`config.mk`:
```
export PLATFORM = sky130hd
export DESIGN_NAME = info_element_locator_top
export DESIGN_NICKNAME = d
export VERILOG_FILES = /design/src/rtl/iel_pkg.sv /design/src/rtl/info_element_locator_top.sv /design/src/rtl/iel_front.sv /design/src/rtl/iel_queue.sv /design/src/rtl/iel_back.sv
export SDC_FILE = /design/constraint.sdc
export NUM_CORES = 1
export LEC_CHECK = 0
export ABC_AREA = 1
export BUFFER_PORTS_ARGS = -buffer_cell sky130_fd_sc_hd__buf_4
export CORE_UTILIZATION = 25
export DETAILED_ROUTE_END_ITERATION = 6
export GPL_ROUTABILITY_DRIVEN = 0
export PLACE_DENSITY = 0.44
export SETUP_SLACK_MARGIN = 0.3
export SLEW_MARGIN = 20
export SYNTH_ARGS = -nofsm -noshare
export SYNTH_HDL_FRONTEND = slang
export SYNTH_SLANG_ARGS = --single-unit
```
`constraint.sdc`:
```
create_clock -name i_clk -period 3 [get_ports i_clk]
set_input_delay 0.6 -clock i_clk [delete_from_list [all_inputs] [get_ports i_clk]]
set_output_delay 0.6 -clock i_clk [all_outputs]
set_load 0.05 [all_outputs]
```
`src/rtl/iel_pkg.sv`:
```
// Shared types and constants for the information element locator.
package iel_pkg;

    // Default for the longest message the walk looks at.
    localparam int MAX_MSG_BYTES_DEF = 256;

    // Entries in the queue between the front and back parts.
    localparam int QUEUE_DEPTH = 2;

    localparam logic [7:0] FIXED_MASK  = 8'h80;
    localparam logic [7:0] NIBBLE_MASK = 8'hF0;
    localparam logic [7:0] DOUBLE_CODE = 8'hE0;

    typedef enum logic [1:0] {
        PH_ID   = 2'd0,
        PH_LEN  = 2'd1,
        PH_SKIP = 2'd2
    } t_phase;

    // One classified byte as it travels through the queue.
    typedef struct packed {
        logic [7:0] data;
        logic       last;
        logic       hit;
        logic       fixed;
        logic       double;
    } t_item;

endpackage

```
`src/rtl/info_element_locator_top.sv`:
```
// A byte is queued on its transfer and walked when it heads the queue and the result
// slot is free or draining; a message's result is shown the cycle after its last
// byte is walked. Throughput: one byte per cycle while the result slot is free or
// draining; the walk of each byte is a single phase update, and a two-entry queue
// takes input transfers while a result waits, until full. Reset: synchronous,
// active low; clears queue, walk, result slot and target identifier (to zero).
module info_element_locator_top
    import iel_pkg::*;
#(
    parameter int MAX_MSG_BYTES = MAX_MSG_BYTES_DEF,
    localparam int POS_W = $clog2(MAX_MSG_BYTES + 1)
) (
    input  logic             i_clk,
    input  logic             i_rst_n,
    // Configuration: target identifier
    input  logic             i_cfg_we,
    input  logic [7:0]       i_cfg_data,
    // Byte stream in
    input  logic             i_valid,
    output logic             o_ready,
    input  logic [7:0]       i_data_byte,
    input  logic             i_last_byte,
    // Result out, one per message
    output logic             o_valid,
    input  logic             i_ready,
    output logic             o_found,
    output logic [POS_W-1:0] o_value_offset,
    output logic [7:0]       o_value_len
);

    logic [7:0] r_target_id;
    t_item      front_item;
    t_item      head_item;
    logic       q_full;
    logic       q_empty;
    logic       q_push;
    logic       q_pop;

    // Hold the target identifier; the user must write it only between messages; not enforced here.
    always_ff @(posedge i_clk) begin
        if (!i_rst_n) begin
            r_target_id <= 8'h00;
        end else if (i_cfg_we) begin
            r_target_id <= i_cfg_data;
        end
    end

    // Take a transfer whenever the queue has room.
    assign o_ready = !q_full;
    assign q_push  = i_valid && !q_full;

    // Classify each byte on its way in: identifier hit, fixed, double-octet.
    iel_front u_front (
        .i_data_byte (i_data_byte),
        .i_last_byte (i_last_byte),
        .i_target_id (r_target_id),
        .o_item      (front_item)
    );

    // Decouple the input side from the walk and the result slot.
    iel_queue u_queue (
        .i_clk   (i_clk),
        .i_rst_n (i_rst_n),
        .i_push  (q_push),
        .i_item  (front_item),
        .o_full  (q_full),
        .i_pop   (q_pop),
        .o_empty (q_empty),
        .o_item  (head_item)
    );

    // Walk the elements and register one result at each final byte.
    iel_back #(
        .MAX_MSG_BYTES (MAX_MSG_BYTES)
    ) u_back (
        .i_clk          (i_clk),
        .i_rst_n        (i_rst_n),
        .i_empty        (q_empty),
        .i_item         (head_item),
        .o_pop          (q_pop),
        .o_valid        (o_valid),
        .i_ready        (i_ready),
        .o_found        (o_found),
        .o_value_offset (o_value_offset),
        .o_value_len    (o_value_len)
    );

endmodule

```
`src/rtl/iel_front.sv`:
```
// Front part: classifies each incoming byte against the target identifier.
module iel_front
    import iel_pkg::*;
(
    input  logic [7:0] i_data_byte,
    input  logic       i_last_byte,
    input  logic [7:0] i_target_id,
    output t_item      o_item
);

    always_comb begin
        o_item.data   = i_data_byte;
        o_item.last   = i_last_byte;
        o_item.hit    = (i_data_byte == i_target_id);
        o_item.fixed  = ((i_data_byte & FIXED_MASK) != 8'h00);
        o_item.double = ((i_data_byte & NIBBLE_MASK) == DOUBLE_CODE);
    end

endmodule

```
`src/rtl/iel_queue.sv`:
```
// Short queue of classified bytes between the front and back parts.
module iel_queue
    import iel_pkg::*;
(
    input  logic  i_clk,
    input  logic  i_rst_n,
    input  logic  i_push,
    input  t_item i_item,
    output logic  o_full,
    input  logic  i_pop,
    output logic  o_empty,
    output t_item o_item
);

    localparam int PTR_W = (QUEUE_DEPTH > 1) ? $clog2(QUEUE_DEPTH) : 1;
    localparam int CNT_W = $clog2(QUEUE_DEPTH + 1);
    localparam logic [PTR_W-1:0] LAST_PTR = PTR_W'(QUEUE_DEPTH - 1);

    t_item            r_mem [QUEUE_DEPTH];
    logic [PTR_W-1:0] r_wr_ptr;
    logic [PTR_W-1:0] r_rd_ptr;
    logic [CNT_W-1:0] r_count;
    logic [PTR_W-1:0] n_wr_ptr;
    logic [PTR_W-1:0] n_rd_ptr;
    logic [CNT_W-1:0] n_count;

    assign o_full  = (r_count == CNT_W'(QUEUE_DEPTH));
    assign o_empty = (r_count == '0);
    assign o_item  = r_mem[r_rd_ptr];

    always_comb begin
        n_wr_ptr = r_wr_ptr;
        n_rd_ptr = r_rd_ptr;
        n_count  = r_count;
        if (i_push) begin
            n_wr_ptr = (r_wr_ptr == LAST_PTR) ? '0 : r_wr_ptr + 1'b1;
        end
        if (i_pop) begin
            n_rd_ptr = (r_rd_ptr == LAST_PTR) ? '0 : r_rd_ptr + 1'b1;
        end
        if (i_push && !i_pop) begin
            n_count = r_count + 1'b1;
        end else if (!i_push && i_pop) begin
            n_count = r_count - 1'b1;
        end
    end

    always_ff @(posedge i_clk) begin
        if (!i_rst_n) begin
            r_wr_ptr <= '0;
            r_rd_ptr <= '0;
            r_count  <= '0;
        end else begin
            r_wr_ptr <= n_wr_ptr;
            r_rd_ptr <= n_rd_ptr;
            r_count  <= n_count;
        end
    end

    always_ff @(posedge i_clk) begin
        if (i_push) begin
            r_mem[r_wr_ptr] <= i_item;
        end
    end

endmodule

```
`src/rtl/iel_back.sv`:
```
// Back part: walks the element structure and registers the per-message result.
module iel_back
    import iel_pkg::*;
#(
    parameter int MAX_MSG_BYTES = MAX_MSG_BYTES_DEF,
    localparam int POS_W = $clog2(MAX_MSG_BYTES + 1)
) (
    input  logic             i_clk,
    input  logic             i_rst_n,
    input  logic             i_empty,
    input  t_item            i_item,
    output logic             o_pop,
    output logic             o_valid,
    input  logic             i_ready,
    output logic             o_found,
    output logic [POS_W-1:0] o_value_offset,
    output logic [7:0]       o_value_len
);

    localparam logic [POS_W-1:0] POS_LIMIT = POS_W'(MAX_MSG_BYTES);

    t_phase           r_phase, n_phase;
    logic [7:0]       r_skip, n_skip;
    logic [POS_W-1:0] r_pos, n_pos;
    logic             r_match, n_match;
    logic             r_pending, n_pending;
    logic             r_stopped, n_stopped;
    logic [POS_W-1:0] r_moff, n_moff;
    logic [7:0]       r_mlen, n_mlen;

    logic             r_out_valid;
    logic             r_found;
    logic [POS_W-1:0] r_offset;
    logic [7:0]       r_len;

    logic             res_found;
    logic [POS_W-1:0] res_offset;
    logic [7:0]       res_len;
    logic             in_range;
    logic [POS_W-1:0] pos_next;
    logic [7:0]       skip_dec;

    // Advance only when the result slot is free or being drained.
    assign o_pop    = !i_empty && (!r_out_valid || i_ready);
    assign in_range = (r_pos < POS_LIMIT);
    assign pos_next = r_pos + 1'b1;
    assign skip_dec = (r_skip != 8'h00) ? r_skip - 1'b1 : r_skip;

    // Next walk state for the byte at the head of the queue.
    always_comb begin
        n_phase   = r_phase;
        n_skip    = r_skip;
        n_pos     = r_pos;
        n_match   = r_match;
        n_pending = r_pending;
        n_stopped = r_stopped;
        n_moff    = r_moff;
        n_mlen    = r_mlen;
        if (o_pop) begin
            if (!r_stopped && in_range) begin
                unique case (r_phase)
                    PH_ID: begin
                        if (i_item.fixed) begin
                            n_pending = 1'b0;
                            if (i_item.hit) begin
                                n_match   = 1'b1;
                                n_stopped = 1'b1;
                                n_moff    = pos_next;
                                n_mlen    = {7'd0, i_item.double};
                            end else if (i_item.double) begin
                                n_skip  = 8'd1;
                                n_phase = PH_SKIP;
                            end
                        end else begin
                            n_pending = i_item.hit;
                            n_phase   = PH_LEN;
                        end
                    end
                    PH_LEN: begin
                        if (i_item.data == 8'h00) begin
                            if (r_pending) begin
                                n_match   = 1'b1;
                                n_stopped = 1'b1;
                                n_moff    = pos_next;
                                n_mlen    = 8'h00;
                            end
                            n_pending = 1'b0;
                            n_phase   = PH_ID;
                        end else begin
                            n_skip = i_item.data;
                            if (r_pending) begin
                                n_moff = pos_next;
                                n_mlen = i_item.data;
                            end
                            n_phase = PH_SKIP;
                        end
                    end
                    PH_SKIP: begin
                        n_skip = skip_dec;
                        if (skip_dec == 8'h00) begin
                            if (r_pending) begin
                                n_match   = 1'b1;
                                n_stopped = 1'b1;
                            end
                            n_pending = 1'b0;
                            n_phase   = PH_ID;
                        end
                    end
                    default: begin
                        n_phase = PH_ID;
                    end
                endcase
            end
            if (in_range) begin
                n_pos = pos_next;
            end
        end
    end

    // Result of the message, taken from the walk state after this byte.
    always_comb begin
        res_found  = n_match;
        res_offset = n_match ? n_moff : '0;
        res_len    = n_match ? n_mlen : 8'h00;
    end

    always_ff @(posedge i_clk) begin
        if (!i_rst_n) begin
            r_phase     <= PH_ID;
            r_skip      <= '0;
            r_pos       <= '0;
            r_match     <= 1'b0;
            r_pending   <= 1'b0;
            r_stopped   <= 1'b0;
            r_moff      <= '0;
            r_mlen      <= '0;
            r_out_valid <= 1'b0;
        end else begin
            if (o_pop && i_item.last) begin
                // Clear the walk for the next message.
                r_phase   <= PH_ID;
                r_skip    <= '0;
                r_pos     <= '0;
                r_match   <= 1'b0;
                r_pending <= 1'b0;
                r_stopped <= 1'b0;
                r_moff    <= '0;
                r_mlen    <= '0;
            end else begin
                r_phase   <= n_phase;
                r_skip    <= n_skip;
                r_pos     <= n_pos;
                r_match   <= n_match;
                r_pending <= n_pending;
                r_stopped <= n_stopped;
                r_moff    <= n_moff;
                r_mlen    <= n_mlen;
            end
            if (o_pop && i_item.last) begin
                r_out_valid <= 1'b1;
            end else if (i_ready) begin
                r_out_valid <= 1'b0;
            end
        end
    end

    always_ff @(posedge i_clk) begin
        if (o_pop && i_item.last) begin
            r_found  <= res_found;
            r_offset <= res_offset;
            r_len    <= res_len;
        end
    end

    assign o_valid        = r_out_valid;
    assign o_found        = r_found;
    assign o_value_offset = r_offset;
    assign o_value_len    = r_len;

endmodule

```
==> results.py <==
metrics = {
    "run_status": {
        "status": "complete, no violations",
    },
    "setup_path": {
        "critPathSlowestCell": "dfxtp_1",
        "r2r_start": "u_back.r_skip[0]",
        "cp.arrival_ps": 2390,
        "critical_path_required_ps": 3090,
        "rr_worst_depth": 12,
        "crit_type": "reg -> reg",
        "r2r_setup_slack_ps": 700,
        "max_stage_delay_ps": 320,
        "cp-start-kind": "register",
        "path_cells": "inv_1 > ha_1 > nor3b_2 > nand2_2 > o21ai_0 > nand2_1 > nor2_1 > nand3_1 > nand3_1 > nand2_2 > nand2_4 > nor2_1",
        "cp-end-kind": "register",
        "critPathMaxFanout": 19,
        "r2r_end": "u_back.o_value_len[4]",
    },
    "layout": {
        "postLayoutCellArea_um2": 5140,
        "area_growth_pct": 20.5,
        "fill_cells": 1750,
        "final_layout_size_suffix_gt1_share_pct": 17.1,
        "diodes": 0,
        "fin_nets": 575,
        "multi_input_area_um2": 1740,
        "regArea_um2": 2260,
    },
    "route": {
        "wl_met1_mm": 4.55,
        "route.met2.wl_mm": 4.26,
        "post_drt_wl_per_cell_um": 12.2,
        "drcViolationCount": 0,
        "dr.pass1.iters": 4,
        "via_count": 3321,
        "totalWireLength_mm": 9.39,
        "drt_iter0_markers": 156,
        "met3_length_um": 458,
        "highest_layer": "met4",
        "viasPerCell": 4.31,
        "drtAntennaViolNets": 0,
    },
    "clock_network": {
        "cts_tree": "done",
        "htree_num_levels": 3,
        "clockBufferDepth": 2,
        "cts_setup_buffers": 0,
        "clock-sinks": 93,
        "clk_pin_slew_worst_paths_ps": 60,
        "cts-resized-gates": 0,
        "insertion_delay_ps": 350,
        "cts-root-buf": "clkbuf_16",
        "cts_made_buffers": 9,
        "cts_hold_buf": 0,
    },
    "global_routing": {
        "grt_start_max_net_pins": 20,
        "grt_pass1_wl_mm": 15.6,
        "grt_use_total_pct": 11.3,
        "grt_pass1_vias": 3164,
        "globalRouteOverflowTotal": 0,
        "antenna_found_initial": 0,
    },
    "timing": {
        "min_period_over_period_pct": 76.5,
        "setup_tns_ps": 0,
        "finalSetupViolations": 0,
        "fin_skew_ps": 7.07,
        "rsz0062_at_grt": "false",
        "max_slew_margin_pct": 60.0,
        "fmax_mhz": 436,
        "slew_violations": 0,
        "fin_ws_ps": 704,
        "period_minus_slack_ps": 2300,
        "worst_hold_slack_ps": 437,
        "hold_viol_final": 0,
        "tightest_slew_ps": 594,
    },
    "yosys": {
        "yosysMostFrequentCell": "nand2_1",
        "netlist_top_cells_count": "nand2_1, nor2_1, inv_1, dfxtp_1, edfxtp_1",
        "syn_inst": 497,
        "synth-edff-count": 40,
        "synthArstFlopShare_pct": 0,
        "synth.area.top_cells": "edfxtp_1, dfxtp_1, nand2_1",
        "yosysSeqAreaShare_pct": 53.0,
        "yosysWarnings": 0,
        "ys_ff_latch": 93,
        "synth.distinct_cells": 41,
        "synth_top_cell_by_area": "edfxtp_1",
        "synth_top_area_share_pct": 28.1,
        "synth_area_per_cell_um2": 8.59,
        "syn_nets": 527,
        "synth_area_um2": 4270,
        "yosys_most_used_dff": "dfxtp_1",
    },
    "min_path": {
        "hold_depth": 1,
        "hold_end": "u_queue.r_mem[0][3]",
        "min_from": "i_last_byte",
        "min_path_type": "in -> reg",
    },
    "floorplan": {
        "die_area_um2": 17600,
        "ioPinCount": 42,
        "fp.dieW_um": 133,
        "die_h_um": 133,
        "start_util_pct": 25.7,
        "core_area_um2": 16600,
        "rows": 47,
    },
    "power": {
        "powerDensity_nw_per_um2": 1020,
        "p_leak_uw": 0.00203,
        "ir_drop_v": 0.000402,
    },
    "placed_design": {
        "place_area_um2": 4840,
        "port_buffers": 41,
        "hpwlAfterDp_mm": 7.05,
        "dp_slack_ps": 630,
    },
    "job": {
        "maxCapViolCount": 0,
    },
}
-- critical path, delay by kind of cell (launching register included) --
kind	cells	cell delay, ps
AND/OR/NAND/NOR	9	1190
flip-flops	1	320
buffers and inverters	1	200
adder cells (fa/ha/maj)	1	180
AO/OA/AOI/OAI	1	150
-- cell families after synthesis --
logic type / Yosys count / synth area share [%]
and+or+nand+nor: 225 / 23.1
DFF: 93 / 53.0
AOI/OAI and AO/OA: 89 / 12.2
buffers and inverters: 67 / 6.30
xor gates and xnor gates: 15 / 3.08
adders and majority gates: 8 / 2.34
-- cell type report --
cell class	instances	area share (%)
multi-input cells	337	33.8
inverters	57	4.16
clock inverters	6	1.41
clock buffers	10	4.45
repair buffers	47	6.86
flip-flops and latches	93	44.0
well taps	220	5.35
-- power by group --
part | leakage, µW | internal, µW | switching [µW]
registers | 0.000811 | 1610 | 142
logic | 0.00107 | 661 | 1660
clock network | 0.000143 | 653 | 495
total | 0.00203 | 2920 | 2300
-- layer usage --
layer | vias to the layer above | global-route usage, %
li1 | 1732 | -
met1 | 1514 | 14.7
met2 | 66 | 17.6
met3 | 9 | 3.49
met4 | 0 | 4.02
met5 | - | 0
-- placed cells by master, fill, tap and decap left out, drive strengths merged --
cell | netlist | final
o31ai | 2 | 2
nor2 | 93 | 93
nand2 | 96 | 96
o22ai | 4 | 4
nor3 | 4 | 4
xor2 | 6 | 6
bufinv | 0 | 1
a21oi | 33 | 33
o221ai | 1 | 1
a22o | 1 | 1
nand3 | 20 | 20
o32ai | 1 | 1
edfxtp | 40 | 40
inv | 56 | 57
clkinv | 1 | 4
dfxtp | 53 | 53
a211oi | 2 | 2
a31oi | 1 | 1
buf | 4 | 47
nor3b | 3 | 3
clkinvlp | 0 | 1
or2 | 3 | 3
clkbuf | 6 | 10
a32oi | 1 | 1
a22oi | 3 | 3
xnor2 | 9 | 9
nand4 | 6 | 6
a32o | 1 | 1
ha | 8 | 8
o21ai | 39 | 39
-- how the worst max path moves through the flow --
stage	startpoint	to	slack [ps]	cells past startpoint
2_1_floorplan	u_back.o_valid	u_back.r_pos[8]	870	9
3_3_place_gp	i_ready	u_back.o_value_offset[0]	660	14
3_5_place_dp	i_ready	u_back.o_value_len[2]	630	10
4_1_cts	u_back.r_skip[0]	u_back.o_value_len[4]	710	12
5_1_grt	u_back.r_skip[0]	u_back.o_value_offset[0]	470	13
6_report	u_back.r_skip[0]	u_back.o_value_len[4]	700	12
-- metrics by stage --
stage	std cells	power, µW	util [%]
after global routing	770	5620	30.9
after detailed placement	754	4130	29.1
after global placement	754	4130	29.1
after CTS	770	5290	30.9
final	770	5220	30.9
after floorplan	497	3520	-
-- registers in the layout, summed over array words and instances (netlist names), named ones only --
register,flops
u_back.r_moff,9
u_back.o_value_len,8
u_queue.r_wr_ptr,1
u_queue.r_rd_ptr,1
u_back.r_pending,1
u_back.r_pos,9
u_back.r_skip,8
u_back.r_phase,2
r_target_id,8
u_back.o_found,1
u_queue.r_mem,22
u_back.r_mlen,8
u_back.o_valid,1
u_back.r_match,1
u_back.r_stopped,1
u_back.o_value_offset,9
u_queue.r_count,2
No activity file was read; power rests on OpenSTA's default activity.
